### src/rtl/sdspi_pkg.sv
// Package for the SD-card SPI-mode block transaction sequencer.
// Phase, job and status codes, the job descriptor and frame helpers.
// No dependencies.
package sdspi_pkg;

  // input function codes
  localparam logic [1:0] FUNC_START = 2'd0;
  localparam logic [1:0] FUNC_RX    = 2'd1;
  localparam logic [1:0] FUNC_WR    = 2'd2;

  // start operations
  localparam logic [1:0] OP_BLK_RD = 2'd0;
  localparam logic [1:0] OP_BLK_WR = 2'd1;
  localparam logic [1:0] OP_REG_RD = 2'd2;
  localparam logic [1:0] OP_NONE   = 2'd3;

  // configuration register indexes
  localparam logic [1:0] CFG_RESP_ATTEMPTS  = 2'd0;
  localparam logic [1:0] CFG_TRANS_ATTEMPTS = 2'd1;
  localparam logic [1:0] CFG_BLOCK_LEN      = 2'd2;

  localparam logic [15:0] RESP_ATTEMPTS_RST  = 16'd8;
  localparam logic [15:0] TRANS_ATTEMPTS_RST = 16'd1000;
  localparam logic [11:0] BLOCK_LEN_RST      = 12'd512;

  // result status codes
  localparam logic [2:0] ST_OK       = 3'd0;
  localparam logic [2:0] ST_BAD_R1   = 3'd1;
  localparam logic [2:0] ST_ERR_TOK  = 3'd2;
  localparam logic [2:0] ST_NO_TOKEN = 3'd3;
  localparam logic [2:0] ST_WR_REJ   = 3'd4;
  localparam logic [2:0] ST_NO_DRESP = 3'd5;

  // command numbers and bytes on the wire
  localparam logic [5:0] CMD_READ_BLOCK  = 6'd17;
  localparam logic [5:0] CMD_WRITE_BLOCK = 6'd24;
  localparam logic [7:0] BYTE_IDLE       = 8'hFF;
  localparam logic [7:0] BYTE_CMD_BASE   = 8'h40;
  localparam logic [7:0] BYTE_CRC        = 8'h95;
  localparam logic [7:0] TOKEN_START     = 8'hFE;
  localparam logic [7:0] DRESP_MASK      = 8'h11;
  localparam logic [7:0] DRESP_MARK      = 8'h01;
  localparam logic [2:0] DRESP_ACCEPTED  = 3'd2;
  localparam logic [7:0] ERR_TOKEN_MAX   = 8'd8;
  localparam logic [15:0] CRC_BYTES      = 16'd2;

  localparam int unsigned FRAME_LEN = 8;
  localparam int unsigned RETRY_LEN = FRAME_LEN + 1;
  localparam int unsigned BEAT_W    = $clog2(RETRY_LEN);

  typedef enum logic [2:0] {
    PH_IDLE,
    PH_R1,
    PH_TOKEN,
    PH_RDATA,
    PH_CRC,
    PH_WDATA,
    PH_DRESP
  } phase_e;

  typedef enum logic [1:0] {
    JOB_SINGLE,  // one result described in full by the job
    JOB_FRAME,   // eight command frame bytes
    JOB_RETRY    // chip select release, then eight frame bytes
  } job_kind_e;

  typedef struct packed {
    job_kind_e   kind;
    logic [5:0]  cmd;
    logic [31:0] arg;
    logic        tx_valid;
    logic [7:0]  tx_byte;
    logic        cs_active;
    logic        data_valid;
    logic [7:0]  data_byte;
    logic        done_res;
    logic [2:0]  status;
  } job_t;

  // limit of zero behaves as one
  function automatic logic reached(logic [15:0] cnt, logic [15:0] lim);
    logic [15:0] lim_eff;
    lim_eff = (lim == 16'd0) ? 16'd1 : lim;
    return cnt >= lim_eff;
  endfunction

  function automatic logic [7:0] frame_byte(logic [2:0] idx, logic [5:0] cmd,
                                            logic [31:0] arg);
    logic [7:0] b;
    case (idx)
      3'd0:    b = BYTE_IDLE;
      3'd1:    b = BYTE_CMD_BASE | {2'b00, cmd};
      3'd2:    b = arg[31:24];
      3'd3:    b = arg[23:16];
      3'd4:    b = arg[15:8];
      3'd5:    b = arg[7:0];
      3'd6:    b = BYTE_CRC;
      default: b = BYTE_IDLE;
    endcase
    return b;
  endfunction

endpackage

### src/rtl/sdspi_if.sv
// Request channel interfaces of the SD-card SPI-mode sequencer.
// Valid/ready handshake with the payload fields. No dependencies.
interface sdspi_in_if;
  logic        valid;
  logic        ready;
  logic [1:0]  func;
  logic [1:0]  op;
  logic [5:0]  cmd_index;
  logic [31:0] argument;
  logic [11:0] reg_len;
  logic [7:0]  rx_byte;
  logic [7:0]  wr_byte;

  modport source (output valid, func, op, cmd_index, argument, reg_len, rx_byte,
                  wr_byte, input ready);
  modport sink (input valid, func, op, cmd_index, argument, reg_len, rx_byte,
                wr_byte, output ready);
endinterface

interface sdspi_out_if;
  logic       valid;
  logic       ready;
  logic       tx_valid;
  logic [7:0] tx_byte;
  logic       cs_active;
  logic       data_valid;
  logic [7:0] data_byte;
  logic       done_res;
  logic [2:0] status;
  logic       last;

  modport source (output valid, tx_valid, tx_byte, cs_active, data_valid, data_byte,
                  done_res, status, last, input ready);
  modport sink (input valid, tx_valid, tx_byte, cs_active, data_valid, data_byte,
                done_res, status, last, output ready);
endinterface

### src/rtl/sd_spi_block_transaction.sv
// Top level of the SD-card SPI-mode block transaction sequencer.
// Front end, job queue and back end. Uses sdspi_pkg, sdspi_if.
//
//   channel  dir  handshake          carries
//   in_ch    in   valid/ready        func, op, cmd_index, argument, reg_len, rx/wr byte
//   out_ch   out  valid/ready        tx, chip select, read data, done/status, last
//   cfg      in   cfg_we_i only      cfg_idx_i, cfg_data_i
//
// A request is taken whenever the job queue has room, and the front
// end finishes its phase update in the cycle that takes it.
// Results leave at one per cycle while the sink is ready: a command frame is 8
// results, a retry 9, anything else 1; the back end's beat counter counts them.
// A stalled result sink holds the back end only; the front keeps taking
// requests until QueueDepth jobs are waiting.
// Reset returns the phase to idle and the limits to their defaults.
module sd_spi_block_transaction import sdspi_pkg::*; #(
  parameter int unsigned QueueDepth = 2
) (
  input  logic        clk_i,
  input  logic        rst_ni,
  input  logic        cfg_we_i,
  input  logic [1:0]  cfg_idx_i,
  input  logic [15:0] cfg_data_i,
  sdspi_in_if.sink    in_ch,
  sdspi_out_if.source out_ch
);

  logic push, pop, full, empty;
  job_t job_in, job_head;

  sdspi_front u_front (
    .clk_i      (clk_i),
    .rst_ni     (rst_ni),
    .cfg_we_i   (cfg_we_i),
    .cfg_idx_i  (cfg_idx_i),
    .cfg_data_i (cfg_data_i),
    .in_ch      (in_ch),
    .full_i     (full),
    .push_o     (push),
    .job_o      (job_in)
  );

  sdspi_queue #(
    .Depth (QueueDepth)
  ) u_queue (
    .clk_i   (clk_i),
    .rst_ni  (rst_ni),
    .push_i  (push),
    .job_i   (job_in),
    .full_o  (full),
    .pop_i   (pop),
    .empty_o (empty),
    .job_o   (job_head)
  );

  sdspi_back u_back (
    .clk_i   (clk_i),
    .rst_ni  (rst_ni),
    .empty_i (empty),
    .job_i   (job_head),
    .pop_o   (pop),
    .out_ch  (out_ch)
  );

endmodule

### src/rtl/sdspi_front.sv
// Front end: takes input requests, runs the transaction phase machine and
// posts one job per request that yields results. Uses sdspi_pkg, sdspi_if.
module sdspi_front import sdspi_pkg::*; (
  input  logic        clk_i,
  input  logic        rst_ni,
  input  logic        cfg_we_i,
  input  logic [1:0]  cfg_idx_i,
  input  logic [15:0] cfg_data_i,
  sdspi_in_if.sink    in_ch,
  input  logic        full_i,
  output logic        push_o,
  output job_t        job_o
);

  phase_e      phase_q, phase_d;
  logic [1:0]  op_kind_q, op_kind_d;
  logic [5:0]  cmd_q, cmd_d;
  logic [31:0] arg_q, arg_d;
  logic [11:0] xfer_len_q, xfer_len_d;
  logic [15:0] try_q, try_d;
  logic [15:0] byte_q, byte_d;
  logic [15:0] resp_lim_q, trans_lim_q;
  logic [11:0] block_len_q;
  logic        accept;
  logic [15:0] byte_inc, try_inc;

  assign in_ch.ready = !full_i;
  assign accept      = in_ch.valid && !full_i;
  assign byte_inc    = byte_q + 16'd1;
  assign try_inc     = try_q + 16'd1;

  always_ff @(posedge clk_i or negedge rst_ni) begin
    if (!rst_ni) begin
      resp_lim_q  <= RESP_ATTEMPTS_RST;
      trans_lim_q <= TRANS_ATTEMPTS_RST;
      block_len_q <= BLOCK_LEN_RST;
    end else if (cfg_we_i) begin
      case (cfg_idx_i)
        CFG_RESP_ATTEMPTS:  resp_lim_q  <= cfg_data_i;
        CFG_TRANS_ATTEMPTS: trans_lim_q <= cfg_data_i;
        CFG_BLOCK_LEN:      block_len_q <= cfg_data_i[11:0];
        default: ;
      endcase
    end
  end

  always_ff @(posedge clk_i or negedge rst_ni) begin
    if (!rst_ni) begin
      phase_q    <= PH_IDLE;
      op_kind_q  <= OP_BLK_RD;
      cmd_q      <= '0;
      arg_q      <= '0;
      xfer_len_q <= '0;
      try_q      <= '0;
      byte_q     <= '0;
    end else begin
      phase_q    <= phase_d;
      op_kind_q  <= op_kind_d;
      cmd_q      <= cmd_d;
      arg_q      <= arg_d;
      xfer_len_q <= xfer_len_d;
      try_q      <= try_d;
      byte_q     <= byte_d;
    end
  end

  always_comb begin
    phase_d    = phase_q;
    op_kind_d  = op_kind_q;
    cmd_d      = cmd_q;
    arg_d      = arg_q;
    xfer_len_d = xfer_len_q;
    try_d      = try_q;
    byte_d     = byte_q;
    push_o     = 1'b0;
    job_o      = '0;
    job_o.kind = JOB_SINGLE;
    job_o.cmd  = cmd_q;
    job_o.arg  = arg_q;

    if (accept) begin
      case (in_ch.func)
        FUNC_START: begin
          if (phase_q == PH_IDLE && in_ch.op != OP_NONE) begin
            op_kind_d  = in_ch.op;
            case (in_ch.op)
              OP_BLK_RD: cmd_d = CMD_READ_BLOCK;
              OP_BLK_WR: cmd_d = CMD_WRITE_BLOCK;
              default:   cmd_d = in_ch.cmd_index;
            endcase
            arg_d      = in_ch.argument;
            xfer_len_d = (in_ch.op == OP_REG_RD) ? in_ch.reg_len : block_len_q;
            try_d      = '0;
            byte_d     = '0;
            phase_d    = PH_R1;
            push_o     = 1'b1;
            job_o.kind = JOB_FRAME;
            job_o.cmd  = cmd_d;
            job_o.arg  = arg_d;
          end
        end
        FUNC_RX: begin
          case (phase_q)
            PH_R1: begin
              if (!in_ch.rx_byte[7]) begin
                byte_d = '0;
                if (in_ch.rx_byte != 8'd0) begin
                  phase_d        = PH_IDLE;
                  push_o         = 1'b1;
                  job_o.done_res = 1'b1;
                  job_o.status   = ST_BAD_R1;
                end else if (op_kind_q == OP_BLK_WR) begin
                  phase_d         = (xfer_len_q == 12'd0) ? PH_DRESP : PH_WDATA;
                  push_o          = 1'b1;
                  job_o.tx_valid  = 1'b1;
                  job_o.tx_byte   = TOKEN_START;
                  job_o.cs_active = 1'b1;
                end else begin
                  phase_d = PH_TOKEN;
                end
              end else if (reached(byte_inc, resp_lim_q)) begin
                byte_d = '0;
                try_d  = try_inc;
                push_o = 1'b1;
                if (reached(try_inc, trans_lim_q)) begin
                  phase_d        = PH_IDLE;
                  job_o.done_res = 1'b1;
                  job_o.status   = ST_BAD_R1;
                end else begin
                  job_o.kind = JOB_RETRY;
                end
              end else begin
                byte_d = byte_inc;
              end
            end
            PH_TOKEN: begin
              if (in_ch.rx_byte == TOKEN_START) begin
                byte_d  = '0;
                phase_d = (xfer_len_q == 12'd0) ? PH_CRC : PH_RDATA;
              end else if (in_ch.rx_byte != 8'd0 && in_ch.rx_byte <= ERR_TOKEN_MAX) begin
                phase_d        = PH_IDLE;
                push_o         = 1'b1;
                job_o.done_res = 1'b1;
                job_o.status   = ST_ERR_TOK;
              end else begin
                byte_d = byte_inc;
                if (reached(byte_inc, trans_lim_q)) begin
                  phase_d        = PH_IDLE;
                  push_o         = 1'b1;
                  job_o.done_res = 1'b1;
                  job_o.status   = ST_NO_TOKEN;
                end
              end
            end
            PH_RDATA: begin
              push_o           = 1'b1;
              job_o.cs_active  = 1'b1;
              job_o.data_valid = 1'b1;
              job_o.data_byte  = in_ch.rx_byte;
              byte_d           = byte_inc;
              if (byte_inc >= {4'd0, xfer_len_q}) begin
                byte_d  = '0;
                phase_d = PH_CRC;
              end
            end
            PH_CRC: begin
              byte_d = byte_inc;
              if (byte_inc >= CRC_BYTES) begin
                phase_d        = PH_IDLE;
                push_o         = 1'b1;
                job_o.done_res = 1'b1;
                job_o.status   = ST_OK;
              end
            end
            PH_DRESP: begin
              if ((in_ch.rx_byte & DRESP_MASK) == DRESP_MARK) begin
                phase_d        = PH_IDLE;
                push_o         = 1'b1;
                job_o.done_res = 1'b1;
                job_o.status   = (in_ch.rx_byte[3:1] == DRESP_ACCEPTED) ? ST_OK : ST_WR_REJ;
              end else begin
                byte_d = byte_inc;
                if (reached(byte_inc, trans_lim_q)) begin
                  phase_d        = PH_IDLE;
                  push_o         = 1'b1;
                  job_o.done_res = 1'b1;
                  job_o.status   = ST_NO_DRESP;
                end
              end
            end
            default: ;
          endcase
        end
        FUNC_WR: begin
          if (phase_q == PH_WDATA) begin
            push_o          = 1'b1;
            job_o.tx_valid  = 1'b1;
            job_o.tx_byte   = in_ch.wr_byte;
            job_o.cs_active = 1'b1;
            byte_d          = byte_inc;
            if (byte_inc >= {4'd0, xfer_len_q}) begin
              byte_d  = '0;
              phase_d = PH_DRESP;
            end
          end
        end
        default: ;
      endcase
    end
  end

  // a frame or retry job always leaves the machine waiting for R1
  a_frame_r1: assert property (@(posedge clk_i) disable iff (!rst_ni)
    (push_o && job_o.kind != JOB_SINGLE) |=> phase_q == PH_R1)
    else $error("frame job without R1 wait");

  // a done result returns the machine to idle
  a_done_idle: assert property (@(posedge clk_i) disable iff (!rst_ni)
    (push_o && job_o.done_res) |=> phase_q == PH_IDLE)
    else $error("done job while busy");

  // nothing is posted while the queue is full
  a_no_push_full: assert property (@(posedge clk_i) disable iff (!rst_ni)
    full_i |-> !push_o)
    else $error("push into full queue");

endmodule

### src/rtl/sdspi_queue.sv
// Short job queue between front and back end of the SD SPI sequencer.
// Register file with read and write pointers. Uses sdspi_pkg.
module sdspi_queue import sdspi_pkg::*; #(
  parameter int unsigned Depth = 2
) (
  input  logic clk_i,
  input  logic rst_ni,
  input  logic push_i,
  input  job_t job_i,
  output logic full_o,
  input  logic pop_i,
  output logic empty_o,
  output job_t job_o
);

  localparam int unsigned PtrW = (Depth > 1) ? $clog2(Depth) : 1;
  localparam int unsigned CntW = $clog2(Depth + 1);
  localparam logic [PtrW-1:0] PtrLast = PtrW'(Depth - 1);
  localparam logic [CntW-1:0] CntFull = CntW'(Depth);

  job_t            mem_q [Depth];
  logic [PtrW-1:0] wr_q, rd_q;
  logic [CntW-1:0] cnt_q;
  logic            do_push, do_pop;

  assign full_o  = cnt_q == CntFull;
  assign empty_o = cnt_q == '0;
  assign do_push = push_i && !full_o;
  assign do_pop  = pop_i && !empty_o;
  assign job_o   = mem_q[rd_q];

  always_ff @(posedge clk_i) begin
    if (do_push) begin
      mem_q[wr_q] <= job_i;
    end
  end

  always_ff @(posedge clk_i or negedge rst_ni) begin
    if (!rst_ni) begin
      wr_q  <= '0;
      rd_q  <= '0;
      cnt_q <= '0;
    end else begin
      if (do_push) begin
        wr_q <= (wr_q == PtrLast) ? '0 : wr_q + 1'b1;
      end
      if (do_pop) begin
        rd_q <= (rd_q == PtrLast) ? '0 : rd_q + 1'b1;
      end
      case ({do_push, do_pop})
        2'b10:   cnt_q <= cnt_q + 1'b1;
        2'b01:   cnt_q <= cnt_q - 1'b1;
        default: ;
      endcase
    end
  end

  a_cnt_range: assert property (@(posedge clk_i) disable iff (!rst_ni)
    cnt_q <= CntFull)
    else $error("queue count overflow");

  a_pop_empty: assert property (@(posedge clk_i) disable iff (!rst_ni)
    pop_i |-> !empty_o)
    else $error("pop of empty queue");

  a_push_lands: assert property (@(posedge clk_i) disable iff (!rst_ni)
    (empty_o && push_i) |=> (!empty_o && job_o == $past(job_i)))
    else $error("pushed job not at head");

endmodule

### src/rtl/sdspi_back.sv
// Back end: expands the job at the queue head into result requests,
// one per cycle while the sink is ready. Uses sdspi_pkg, sdspi_if.
module sdspi_back import sdspi_pkg::*; (
  input  logic       clk_i,
  input  logic       rst_ni,
  input  logic       empty_i,
  input  job_t       job_i,
  output logic       pop_o,
  sdspi_out_if.source out_ch
);

  localparam logic [BEAT_W-1:0] FrameLast = BEAT_W'(FRAME_LEN - 1);
  localparam logic [BEAT_W-1:0] RetryLast = BEAT_W'(RETRY_LEN - 1);

  logic [BEAT_W-1:0] beat_q, beat_d;
  logic [BEAT_W-1:0] beat_last, frame_beat;
  logic              fire, is_last;

  always_comb begin
    case (job_i.kind)
      JOB_FRAME: beat_last = FrameLast;
      JOB_RETRY: beat_last = RetryLast;
      default:   beat_last = '0;
    endcase
  end

  assign is_last    = beat_q == beat_last;
  assign fire       = out_ch.valid && out_ch.ready;
  assign pop_o      = fire && is_last;
  assign beat_d     = pop_o ? '0 : beat_q + 1'b1;
  // retry shifts the frame one request back behind the chip select release
  assign frame_beat = (job_i.kind == JOB_RETRY) ? beat_q - 1'b1 : beat_q;

  always_ff @(posedge clk_i or negedge rst_ni) begin
    if (!rst_ni) begin
      beat_q <= '0;
    end else if (fire) begin
      beat_q <= beat_d;
    end
  end

  always_comb begin
    out_ch.valid      = !empty_i;
    out_ch.last       = is_last;
    out_ch.tx_valid   = job_i.tx_valid;
    out_ch.tx_byte    = job_i.tx_byte;
    out_ch.cs_active  = job_i.cs_active;
    out_ch.data_valid = job_i.data_valid;
    out_ch.data_byte  = job_i.data_byte;
    out_ch.done_res   = job_i.done_res;
    out_ch.status     = job_i.status;
    if (job_i.kind != JOB_SINGLE) begin
      out_ch.data_valid = 1'b0;
      out_ch.data_byte  = '0;
      out_ch.done_res   = 1'b0;
      out_ch.status     = ST_OK;
      if (job_i.kind == JOB_RETRY && beat_q == '0) begin
        out_ch.tx_valid  = 1'b0;
        out_ch.tx_byte   = '0;
        out_ch.cs_active = 1'b0;
      end else begin
        out_ch.tx_valid  = 1'b1;
        out_ch.tx_byte   = frame_byte(frame_beat[2:0], job_i.cmd, job_i.arg);
        out_ch.cs_active = 1'b1;
      end
    end
  end

  a_beat_range: assert property (@(posedge clk_i) disable iff (!rst_ni)
    !empty_i |-> beat_q <= beat_last)
    else $error("beat past end of job");

  a_done_last: assert property (@(posedge clk_i) disable iff (!rst_ni)
    (out_ch.valid && out_ch.done_res) |-> out_ch.last)
    else $error("done result not last");

  a_beat_hold: assert property (@(posedge clk_i) disable iff (!rst_ni)
    !fire |=> $stable(beat_q))
    else $error("beat moved without handshake");

endmodule

### src/flat_wrapper.sv
// flat-port wrapper written by rule: the top's interface ports become plain ports
module sd_spi_block_transaction_flat import sdspi_pkg::*;
#(
  parameter int unsigned QueueDepth = 2
)
  (clk_i, rst_ni, cfg_we_i, cfg_idx_i, cfg_data_i, in_ch_valid, in_ch_func, in_ch_op, in_ch_cmd_index, in_ch_argument, in_ch_reg_len, in_ch_rx_byte, in_ch_wr_byte, in_ch_ready, out_ch_valid, out_ch_tx_valid, out_ch_tx_byte, out_ch_cs_active, out_ch_data_valid, out_ch_data_byte, out_ch_done_res, out_ch_status, out_ch_last, out_ch_ready);
  sdspi_in_if in_ch_i ();
  sdspi_out_if out_ch_i ();
  input  logic clk_i;
  input  logic rst_ni;
  input  logic cfg_we_i;
  input  logic [1:0] cfg_idx_i;
  input  logic [15:0] cfg_data_i;
  input wire logic [$bits(in_ch_i.valid)-1:0] in_ch_valid;
  input wire logic [$bits(in_ch_i.func)-1:0] in_ch_func;
  input wire logic [$bits(in_ch_i.op)-1:0] in_ch_op;
  input wire logic [$bits(in_ch_i.cmd_index)-1:0] in_ch_cmd_index;
  input wire logic [$bits(in_ch_i.argument)-1:0] in_ch_argument;
  input wire logic [$bits(in_ch_i.reg_len)-1:0] in_ch_reg_len;
  input wire logic [$bits(in_ch_i.rx_byte)-1:0] in_ch_rx_byte;
  input wire logic [$bits(in_ch_i.wr_byte)-1:0] in_ch_wr_byte;
  output wire logic [$bits(in_ch_i.ready)-1:0] in_ch_ready;
  output wire logic [$bits(out_ch_i.valid)-1:0] out_ch_valid;
  output wire logic [$bits(out_ch_i.tx_valid)-1:0] out_ch_tx_valid;
  output wire logic [$bits(out_ch_i.tx_byte)-1:0] out_ch_tx_byte;
  output wire logic [$bits(out_ch_i.cs_active)-1:0] out_ch_cs_active;
  output wire logic [$bits(out_ch_i.data_valid)-1:0] out_ch_data_valid;
  output wire logic [$bits(out_ch_i.data_byte)-1:0] out_ch_data_byte;
  output wire logic [$bits(out_ch_i.done_res)-1:0] out_ch_done_res;
  output wire logic [$bits(out_ch_i.status)-1:0] out_ch_status;
  output wire logic [$bits(out_ch_i.last)-1:0] out_ch_last;
  input wire logic [$bits(out_ch_i.ready)-1:0] out_ch_ready;
  assign in_ch_i.valid = in_ch_valid;
  assign in_ch_i.func = in_ch_func;
  assign in_ch_i.op = in_ch_op;
  assign in_ch_i.cmd_index = in_ch_cmd_index;
  assign in_ch_i.argument = in_ch_argument;
  assign in_ch_i.reg_len = in_ch_reg_len;
  assign in_ch_i.rx_byte = in_ch_rx_byte;
  assign in_ch_i.wr_byte = in_ch_wr_byte;
  assign in_ch_ready = in_ch_i.ready;
  assign out_ch_valid = out_ch_i.valid;
  assign out_ch_tx_valid = out_ch_i.tx_valid;
  assign out_ch_tx_byte = out_ch_i.tx_byte;
  assign out_ch_cs_active = out_ch_i.cs_active;
  assign out_ch_data_valid = out_ch_i.data_valid;
  assign out_ch_data_byte = out_ch_i.data_byte;
  assign out_ch_done_res = out_ch_i.done_res;
  assign out_ch_status = out_ch_i.status;
  assign out_ch_last = out_ch_i.last;
  assign out_ch_i.ready = out_ch_ready;
  sd_spi_block_transaction #(.QueueDepth(QueueDepth)) u_core (.clk_i(clk_i), .rst_ni(rst_ni), .cfg_we_i(cfg_we_i), .cfg_idx_i(cfg_idx_i), .cfg_data_i(cfg_data_i), .in_ch(in_ch_i), .out_ch(out_ch_i));
endmodule
### config.mk
export PLATFORM = sky130hd
export DESIGN_NAME = sd_spi_block_transaction_flat
export DESIGN_NICKNAME = d
export VERILOG_FILES = /design/src/rtl/sdspi_pkg.sv /design/src/rtl/sdspi_if.sv /design/src/rtl/sd_spi_block_transaction.sv /design/src/rtl/sdspi_front.sv /design/src/rtl/sdspi_queue.sv /design/src/rtl/sdspi_back.sv /design/src/flat_wrapper.sv
export SDC_FILE = /design/constraint.sdc
export NUM_CORES = 1
export LEC_CHECK = 0
export ABC_AREA = 1
export BUFFER_PORTS_ARGS = -buffer_cell sky130_fd_sc_hd__buf_2
export CELL_PAD_IN_SITES_DETAIL_PLACEMENT = 0
export CELL_PAD_IN_SITES_GLOBAL_PLACEMENT = 2
export CORE_ASPECT_RATIO = 0.75
export CORE_UTILIZATION = 37
export DETAILED_ROUTE_END_ITERATION = 16
export GPL_ROUTABILITY_DRIVEN = 0
export PLACE_DENSITY_LB_ADDON = 0.3
export SETUP_SLACK_MARGIN = 0.4
export SLEW_MARGIN = 20
export SYNTH_ARGS = -nofsm -noshare
export SYNTH_HDL_FRONTEND = slang
export SYNTH_HIERARCHICAL = 1
export SYNTH_SLANG_ARGS = --single-unit
### constraint.sdc
create_clock -name clk_i -period 6.7 [get_ports clk_i]
set_clock_uncertainty 0.2 [all_clocks]
set_input_delay 0.67 -clock clk_i [delete_from_list [all_inputs] [get_ports clk_i]]
set_output_delay 0.67 -clock clk_i [all_outputs]
set_load 0.01 [all_outputs]
==> impl_metrics.xml, run 1 <==
<?xml version="1.0" encoding="UTF-8"?>
<metrics>
  <group name="layout">
    <metric name="drive_above_1_share" unit="">0.120</metric>
    <metric name="synthToLayoutAreaGrowth" unit="%">13.2</metric>
    <metric name="utilization" unit="">0.428</metric>
    <metric name="stdcell_area" unit="mm²">0.0165</metric>
    <metric name="design.final.nets" unit="">2048</metric>
    <metric name="fill_cells" unit="">3975</metric>
  </group>
  <group name="floorplan">
    <metric name="row_count" unit="">62</metric>
    <metric name="dieArea" unit="mm²">0.0401</metric>
    <metric name="core_area" unit="mm²">0.0385</metric>
    <metric name="ios" unit="">119</metric>
    <metric name="die_y" unit="µm">174</metric>
    <metric name="die_width" unit="µm">231</metric>
    <metric name="initial_utilization" unit="">0.378</metric>
  </group>
  <group name="routing">
    <metric name="routed_wirelength" unit="mm">40.0</metric>
    <metric name="wire_per_inst" unit="µm">16.5</metric>
    <metric name="dr.pass1.iters" unit="">6</metric>
    <metric name="route.detailed.drc" unit="">0</metric>
    <metric name="final_antenna_net_count" unit="">0</metric>
    <metric name="detailroute.via_count" unit="">11701</metric>
    <metric name="drt_first_iter_violations" unit="">1034</metric>
    <metric name="avgViaCountPerCell" unit="">4.84</metric>
  </group>
  <group name="logic_synthesis">
    <metric name="synth_fp_nets" unit="">1940</metric>
    <metric name="synth_top_family_by_area" unit="">simple AND/OR/NAND/NOR gates</metric>
    <metric name="synth_warnings" unit="">6</metric>
    <metric name="synth-xor-area-share" unit="">0.00784</metric>
    <metric name="postSynth.asyncResetShare" unit="">0.525</metric>
    <metric name="synth-seq-cells" unit="">265</metric>
    <metric name="synth_fa_ha_area_frac" unit="">0.0612</metric>
    <metric name="synth-compound-area-share" unit="">0.0650</metric>
    <metric name="netlist_area_pre_place" unit="mm²">0.0145</metric>
    <metric name="yosys-mux-area-fraction" unit="">0</metric>
    <metric name="synth-simple-area-share" unit="">0.288</metric>
    <metric name="postSynthCellCount" unit="">1776</metric>
    <metric name="synth.yosys.seq_area_share" unit="">0.501</metric>
    <metric name="synth_enable_flop_cells" unit="">126</metric>
    <metric name="synthDistinctLibCells" unit="">46</metric>
    <metric name="dominantRegCellSynth" unit="">dfrtp_1</metric>
    <metric name="average_cell_area_after_synthesis" unit="µm²">8.18</metric>
  </group>
  <group name="worst_setup_path">
    <metric name="cp-start-kind" unit="">flip-flop</metric>
    <metric name="crit_path_max_cell_delay" unit="ns">0.79</metric>
    <metric name="crit_chain" unit="">inv_2 -&gt; nand2_1 -&gt; nand2_1 -&gt; nor2_1 -&gt; inv_1 -&gt; nand2_1 -&gt; inv_1 -&gt; nand2_1 -&gt; nand2_1 -&gt; buf_2</metric>
    <metric name="timing.critical_path.from" unit="">u_core/u_queue/rd_q</metric>
    <metric name="reg2reg_depth" unit="">23</metric>
    <metric name="path_max_fanout" unit="">29</metric>
    <metric name="path_buf_inv" unit="">4</metric>
    <metric name="timing_worst_setup_path_type" unit="">flip-flop to output pin</metric>
    <metric name="worst_path_most_repeated_cell" unit="">nand2_1</metric>
    <metric name="arrival" unit="ns">4.13</metric>
    <metric name="worstSetupPathDepth" unit="">10</metric>
    <metric name="cp-end-kind" unit="">output pin</metric>
    <metric name="worst_path_max_delay_cell" unit="">nor2_1</metric>
    <metric name="cp.required" unit="ns">5.83</metric>
    <metric name="critPathTopFamily" unit="">simple AND/OR/NAND/NOR gates</metric>
    <metric name="crit-reg2reg-launch" unit="">u_core/u_front/byte_q[0]</metric>
  </group>
  <group name="cts">
    <metric name="post_cts_resized" unit="">0</metric>
    <metric name="path_clk_slew" unit="ns">0.06</metric>
    <metric name="ctsHtreeMaxLevel" unit="">1</metric>
    <metric name="ctsRootBufferMaster" unit="">clkbuf_16</metric>
    <metric name="max-clock-path-buffers" unit="">3</metric>
    <metric name="clkLatencyLatePin" unit="ns">0.58</metric>
    <metric name="tritoncts.num_buffers" unit="">28</metric>
    <metric name="post_cts_buffers" unit="">0</metric>
    <metric name="cts-hold-fix-buffers" unit="">1</metric>
    <metric name="tritoncts" unit="">built</metric>
    <metric name="numClockSinks" unit="">265</metric>
  </group>
  <group name="placement">
    <metric name="placedInstanceArea" unit="mm²">0.0156</metric>
    <metric name="port_buffers" unit="">118</metric>
    <metric name="dpl_worst_slack" unit="ns">1.89</metric>
    <metric name="detailedPlacementHpwl" unit="mm">29.9</metric>
  </group>
  <group name="job">
    <metric name="maxCapViolations" unit="">0</metric>
  </group>
  <group name="global_route">
    <metric name="grt_start_max_net_pins" unit="">73</metric>
    <metric name="gr_busiest_metal" unit="">met1</metric>
    <metric name="number_of_global_route_vias_before_repair" unit="">10959</metric>
    <metric name="grt_use_met1" unit="">0.338</metric>
    <metric name="overall_overflow_remaining_after_global_route" unit="">0</metric>
    <metric name="antenna_found_initial" unit="">0</metric>
    <metric name="total_global_routing_track_utilization" unit="">0.202</metric>
    <metric name="use_met2" unit="">0.273</metric>
    <metric name="grt_first_pass_wirelength" unit="mm">62.6</metric>
    <metric name="grtUsageMet3" unit="">0.0288</metric>
  </group>
  <group name="min_path">
    <metric name="hp-start" unit="">in_ch_argument[5]</metric>
    <metric name="holdCritPathClass" unit="">input port to flip-flop</metric>
    <metric name="worst_hold_path_cells" unit="">3</metric>
  </group>
  <group name="sta">
    <metric name="finalHoldViolations" unit="">0</metric>
    <metric name="finalWorstPathRequiredPeriod" unit="ns">5.00</metric>
    <metric name="max_slew_margin" unit="">0.336</metric>
    <metric name="crit_share_post_route" unit="">0.746</metric>
    <metric name="timing.final.ws_setup" unit="ns">1.70</metric>
    <metric name="worst_slew_pin_slew" unit="ns">0.993</metric>
    <metric name="rsz_0062_raised_after_global_routing" unit="">no</metric>
    <metric name="setup-tns-final" unit="ns">0</metric>
    <metric name="setup-violations-final" unit="">0</metric>
    <metric name="maxClockFrequency" unit="MHz">200</metric>
    <metric name="final_max_slew_viol_count" unit="">0</metric>
  </group>
  <group name="power_and_ir_drop">
    <metric name="power.static_leakage" unit="µW">0.00829</metric>
    <metric name="finalPower" unit="µW">5990</metric>
    <metric name="power.density_cell_area" unit="mW/mm²">364</metric>
    <metric name="worst_supply_voltage_drop_on_vdd" unit="V">0.000176</metric>
  </group>
  <group name="run_status">
    <metric name="outcome" unit="">complete, no violations</metric>
  </group>
</metrics>
-- per-stage QoR --
step,cells,hold WS (ns)
after floorplan,1776,0.174
after global placement,2365,0.248
after CTS,2418,0.0887
after global routing,2418,0.105
final,2419,0.122
after detailed placement,2365,0.254
-- worst paths after layout --
check	to	slack (ns)
hold / removal	u_core/u_front/arg_q[5]	0.12
setup reg to reg	u_core/u_queue/mem_q[0][41]	1.94
hold reg to reg	u_core/u_front/arg_q[29]	0.26
min in group asynchronous	u_core/u_front/try_q[8]	0.48
max in group asynchronous	u_core/u_front/arg_q[15]	4.34
setup / recovery	out_ch_tx_byte[2]	1.70
-- final cells by class --
cell class | instances | area (µm²) | area share
flip-flops and latches | 265 | 7270 | 0.442
clock buffers | 37 | 744 | 0.0453
well taps | 512 | 641 | 0.0389
repair buffers | 127 | 667 | 0.0405
multi-input cells | 1237 | 6150 | 0.374
inverters | 225 | 847 | 0.0515
diodes | 1 | 2.50 | 0.000152
clock inverters | 15 | 130 | 0.00791
-- cell usage in the layout, fill, tap and decap left out, types with 3 or more instances in the layout --
cell       synthesis  final
inv_2              6      7
o21ai_0           88     88
a21oi_1           42     42
nor4_1            14     14
xor2_1             9      9
nand2_1          657    657
nand2_4            7      7
buf_4              4      8
a22o_1             6      6
nand2_2           11     11
dfstp_2            8      8
ha_1              71     71
inv_1            217    216
edfxtp_1         126    126
nand3_2            5      6
nand4_1           21     21
o21ai_1            3      3
buf_2              7    117
nor2_1           120    119
nor3_1            11     11
o21a_1             3      3
nor2_4            10     12
nand3_1          112    111
nor2_2             5      4
clkbuf_1          26      8
a31oi_1           13     13
clkinv_1           1      6
xnor2_1            4      4
o21bai_1           3      3
o31ai_1            4      4
clkbuf_16          0     28
dfrtp_1          131    130
clkinv_2           0      7
-- worst reg2reg max path, stage by stage, from the launching register on --
cell	delay, ns
dfrtp_1	0.51
ha_1	0.28
nand2_1	0.11
nor2_4	0.18
nand3_1	0.09
nand2_1	0.09
inv_1	0.09
ha_1	0.28
nand2_1	0.06
nor2_1	0.12
and2_1	0.13
nor2_1	0.04
nand2_1	0.09
nand2_1	0.16
nand3_1	0.17
nand2_1	0.09
nand2_1	0.08
inv_1	0.05
nand4_1	0.08
nand2_1	0.06
a21oi_1	0.19
nand3_1	0.14
inv_2	0.60
buf_4	0.52
-- synth_stat cells (all sizes together) (3+ instances only) --
cell type	count	share of area
buf	23	0.012
o21a	3	0.0016
nand3	117	0.042
dfstp	8	0.014
xor2	9	0.0054
nand2	676	0.18
o21ai	93	0.033
clkbuf	26	0.0067
nor2	135	0.041
nand4	21	0.0090
nor3	13	0.0052
dfrtp	131	0.23
xnor2	4	0.0024
o31ai	4	0.0021
a31oi	13	0.0056
nor4	14	0.0060
inv	224	0.058
a21oi	42	0.014
ha	71	0.061
a22o	6	0.0036
o21bai	3	0.0016
edfxtp	126	0.26
-- power by group --
| group | switching, µW | total [µW] | internal, µW |
|---|---|---|---|
| clock network | 658 | 1510 | 856 |
| registers | 200 | 2280 | 2080 |
| logic | 1540 | 2200 | 666 |
| total | 2390 | 5990 | 3600 |
-- cells by family (layout without fill, tap and decap cells) --
logic type	Yosys count	after routing
and+or+nand+nor	983	983
buffers and inverters	274	404
DFF	265	265
AOI/OAI and AO/OA	170	170
adders and majority gates	71	71
xor gates and xnor gates	13	13
other	0	1
-- flip-flops by register name, summed over array words and instances, names as in the netlist --
name / cells
u_core/u_queue/mem_q: 126
u_core/u_front/arg_q: 32
u_core/u_front/byte_q: 16
u_core/u_front/resp_lim_q: 16
u_core/u_front/trans_lim_q: 16
u_core/u_front/try_q: 16
u_core/u_front/block_len_q: 12
u_core/u_front/xfer_len_q: 12
u_core/u_front/cmd_q: 6
u_core/u_back/beat_q: 4
u_core/u_front/phase_q: 3
u_core/u_front/op_kind_q: 2
u_core/u_queue/cnt_q: 2
u_core/u_queue/rd_q: 1
u_core/u_queue/wr_q: 1
-- layer usage --
| layer | wire length (µm) | up-vias | part of all wire |
|---|---|---|---|
| met5 | 0 | - | 0 |
| met4 | 517 | 0 | 0.013 |
| met3 | 1820 | 32 | 0.045 |
| met2 | 15700 | 224 | 0.39 |
| met1 | 21900 | 5506 | 0.55 |
| li1 | - | 5939 | - |
Power figures use the tool's default switching activity.
==> run 2, diff against run 1 <==
Settings changed: ABC_AREA 1 to 0, CORE_UTILIZATION 37 to 36.
Clock period 6.7 ns to 4.4 ns, I/O delays scaled along.
==> impl_metrics.xml, run 2 <==
<?xml version="1.0" encoding="UTF-8"?>
<metrics>
  <group name="run_status">
    <metric name="outcome" unit="">complete, no violations</metric>
  </group>
  <group name="global_route">
    <metric name="number_of_global_route_vias_before_repair" unit="">10414</metric>
    <metric name="gr_busiest_metal" unit="">met1</metric>
    <metric name="use_met2" unit="">0.266</metric>
    <metric name="grt_use_met1" unit="">0.313</metric>
    <metric name="grt_first_pass_wirelength" unit="mm">60.8</metric>
    <metric name="grt_start_max_net_pins" unit="">83</metric>
    <metric name="overall_overflow_remaining_after_global_route" unit="">0</metric>
    <metric name="antenna_found_initial" unit="">0</metric>
    <metric name="total_global_routing_track_utilization" unit="">0.194</metric>
    <metric name="grtUsageMet3" unit="">0.0297</metric>
  </group>
  <group name="layout">
    <metric name="final_cell_mix" unit="">nand2_1, dfrtp_1, edfxtp_1, buf_2, o21ai_0</metric>
    <metric name="top_reg_by_flops" unit="">u_core/u_queue/mem_q</metric>
    <metric name="stdcell_area" unit="mm²">0.0183</metric>
    <metric name="synthToLayoutAreaGrowth" unit="%">27.0</metric>
    <metric name="drive_above_1_share" unit="">0.267</metric>
    <metric name="largest_register_ffs" unit="">126</metric>
    <metric name="antenna_cells_inserted" unit="">0</metric>
    <metric name="mostFrequentLayoutCell" unit="">nand2_1</metric>
    <metric name="utilization" unit="">0.463</metric>
    <metric name="reg_top3" unit="">u_core/u_queue/mem_q x126, u_core/u_front/arg_q x32</metric>
    <metric name="design.final.nets" unit="">1727</metric>
  </group>
  <group name="routing">
    <metric name="drt_first_iter_violations" unit="">841</metric>
    <metric name="final_antenna_net_count" unit="">0</metric>
    <metric name="detailroute.via_count" unit="">10863</metric>
    <metric name="dr.pass1.iters" unit="">6</metric>
    <metric name="route.detailed.drc" unit="">0</metric>
    <metric name="routed_wirelength" unit="mm">39.8</metric>
    <metric name="wire_per_inst" unit="µm">18.9</metric>
    <metric name="avgViaCountPerCell" unit="">5.16</metric>
  </group>
  <group name="worst_setup_path">
    <metric name="cp.required" unit="ns">4.52</metric>
    <metric name="path_max_fanout" unit="">19</metric>
    <metric name="crit_chain" unit="">inv_1 -&gt; or3_4 -&gt; or3_4 -&gt; and2_4 -&gt; inv_4 -&gt; ha_4 -&gt; nand4_1 -&gt; nor3_2 -&gt; a311oi_2 -&gt; o211a_4 -&gt; a21oi_2 -&gt; a211o_1 -&gt; o31a_1 -&gt; nand2_2 -&gt; nor2_4 -&gt; buf_4 -&gt; buf_16</metric>
    <metric name="worstSetupPathDepth" unit="">17</metric>
    <metric name="worst_path_most_repeated_cell" unit="">or3_4</metric>
    <metric name="worst_path_max_delay_cell" unit="">or3_4</metric>
    <metric name="reg2reg_depth" unit="">17</metric>
    <metric name="arrival" unit="ns">4.22</metric>
    <metric name="timing_worst_setup_path_type" unit="">flip-flop to flip-flop</metric>
    <metric name="cp-end-kind" unit="">flip-flop</metric>
    <metric name="path_buf_inv" unit="">4</metric>
    <metric name="crit_path_max_cell_delay" unit="ns">0.41</metric>
    <metric name="critPathTopFamily" unit="">simple AND/OR/NAND/NOR gates</metric>
    <metric name="cp-start-kind" unit="">flip-flop</metric>
  </group>
  <group name="floorplan">
    <metric name="die_width" unit="µm">233</metric>
    <metric name="row_count" unit="">63</metric>
    <metric name="die_y" unit="µm">175</metric>
    <metric name="initial_utilization" unit="">0.365</metric>
    <metric name="ios" unit="">119</metric>
    <metric name="core_area" unit="mm²">0.0395</metric>
    <metric name="dieArea" unit="mm²">0.0408</metric>
  </group>
  <group name="sta">
    <metric name="maxClockFrequency" unit="MHz">244</metric>
    <metric name="finalWorstPathRequiredPeriod" unit="ns">4.10</metric>
    <metric name="rsz_0062_raised_after_global_routing" unit="">yes</metric>
    <metric name="hold-worst-slack" unit="ns">0.0283</metric>
    <metric name="finalHoldViolations" unit="">0</metric>
    <metric name="final_max_slew_viol_count" unit="">0</metric>
    <metric name="max_slew_margin" unit="">0.418</metric>
    <metric name="worst_slew_pin_slew" unit="ns">0.871</metric>
    <metric name="setup-violations-final" unit="">0</metric>
    <metric name="setup-tns-final" unit="ns">0</metric>
    <metric name="crit_share_post_route" unit="">0.932</metric>
  </group>
  <group name="logic_synthesis">
    <metric name="netlist_area_pre_place" unit="mm²">0.0144</metric>
    <metric name="postSynth.asyncResetShare" unit="">0.525</metric>
    <metric name="synth_largest_area_cell" unit="">edfxtp_1</metric>
    <metric name="proportion_of_netlist_area_held_by_the_largest_area_contributor" unit="">0.263</metric>
    <metric name="synthMostInstantiatedCell" unit="">nand2_1</metric>
    <metric name="synth_fp_nets" unit="">1486</metric>
    <metric name="postSynthCellCount" unit="">1322</metric>
    <metric name="dominantRegCellSynth" unit="">dfrtp_1</metric>
    <metric name="cell_types_with_the_highest_counts_after_synthesis" unit="">nand2_1, dfrtp_1, edfxtp_1</metric>
    <metric name="synth_warnings" unit="">6</metric>
    <metric name="synth.yosys.seq_area_share" unit="">0.505</metric>
    <metric name="synth_enable_flop_cells" unit="">126</metric>
    <metric name="synthDistinctLibCells" unit="">80</metric>
    <metric name="synth-seq-cells" unit="">265</metric>
    <metric name="synthTopCellsByArea" unit="">edfxtp_1, dfrtp_1, ha_1</metric>
    <metric name="average_cell_area_after_synthesis" unit="µm²">10.9</metric>
  </group>
  <group name="min_path">
    <metric name="worst_hold_path_cells" unit="">3</metric>
    <metric name="holdCritPathClass" unit="">input port to flip-flop</metric>
  </group>
  <group name="power_and_ir_drop">
    <metric name="power.static_leakage" unit="µW">0.00807</metric>
    <metric name="worst_supply_voltage_drop_on_vdd" unit="V">0.000296</metric>
    <metric name="power.density_cell_area" unit="mW/mm²">507</metric>
    <metric name="finalPower" unit="µW">9280</metric>
  </group>
  <group name="cts">
    <metric name="path_clk_slew" unit="ns">0.06</metric>
    <metric name="numClockSinks" unit="">265</metric>
    <metric name="clkLatencyLatePin" unit="ns">0.57</metric>
    <metric name="tritoncts.num_buffers" unit="">30</metric>
    <metric name="ctsHtreeMaxLevel" unit="">1</metric>
    <metric name="tritoncts" unit="">built</metric>
    <metric name="ctsRootBufferMaster" unit="">clkbuf_16</metric>
    <metric name="max-clock-path-buffers" unit="">3</metric>
  </group>
  <group name="job">
    <metric name="maxCapViolations" unit="">0</metric>
  </group>
  <group name="placement">
    <metric name="placedInstanceArea" unit="mm²">0.0157</metric>
    <metric name="port_buffers" unit="">118</metric>
    <metric name="detailedPlacementHpwl" unit="mm">27.7</metric>
  </group>
</metrics>
==> run 2: final cells by class <==
cell class	instances	area, µm²
clock buffer	35	791
clock inverter	21	258
multi-input combinational	930	6910
tap	520	651
sequential	265	7280
inverter	75	284
timing repair buffer	261	2130
fill	3681	21200
==> run 2: logic make-up after synthesis <==
family                   after synthesis  share of synthesized area
AO/OA/AOI/OAI                        240                      0.108
XOR/XNOR                              41                     0.0265
adder cells (fa/ha/maj)               71                     0.0616
buffers and inverters                127                     0.0424
flip-flops                           265                      0.505
multiplexers                         108                     0.0985
AND/OR/NAND/NOR                      470                      0.159
==> run 2: worst paths after layout <==
kind                                           start                             to  slack, ns
setup / recovery           u_core/u_front/byte_q[11]    u_core/u_queue/mem_q[0][62]       0.30
hold / removal                     in_ch_reg_len[10]  u_core/u_front/xfer_len_q[10]       0.03
setup reg to reg           u_core/u_front/byte_q[11]    u_core/u_queue/mem_q[0][62]       0.30
hold reg to reg             u_core/u_front/arg_q[31]       u_core/u_front/arg_q[31]       0.27
max in group asynchronous                     rst_ni  u_core/u_front/trans_lim_q[3]       2.86
min in group asynchronous                     rst_ni       u_core/u_front/try_q[12]       0.30
==> run 2: where the power goes <==
group	internal [µW]	total, µW	switching, µW
clock	1630	2670	1040
combinational	1360	3170	1810
sequential	3120	3430	314
==> run 2: timing repair <==
action	in CTS	in global routing
gates resized for setup	37	46
buffers inserted	18	12
pin swaps	17	22
setup endpoints to repair	146	167
hold buffers	66	0
endpoints found under the hold margin	223	0
gates cloned	5	6
==> run 2: worst min-delay path, stage by stage <==
cell	delay (ns)
buf_2	0.07
mux2i_1	0.09
o21ai_0	0.15
==> run 2: routing by layer <==
layer	vias up	wire (µm)
met5	-	0
met4	0	837
met3	53	1980
met2	246	16300
met1	5318	20600
li1	5246	-
==> run 2: metrics by stage <==
stage	setup WS, ns	cells
final	0.298	2107
after global routing	0.168	2107
after CTS	0.291	2089
after detailed placement	0.0400	1944
after global placement	0.0877	1944
after floorplan	0.0702	1322
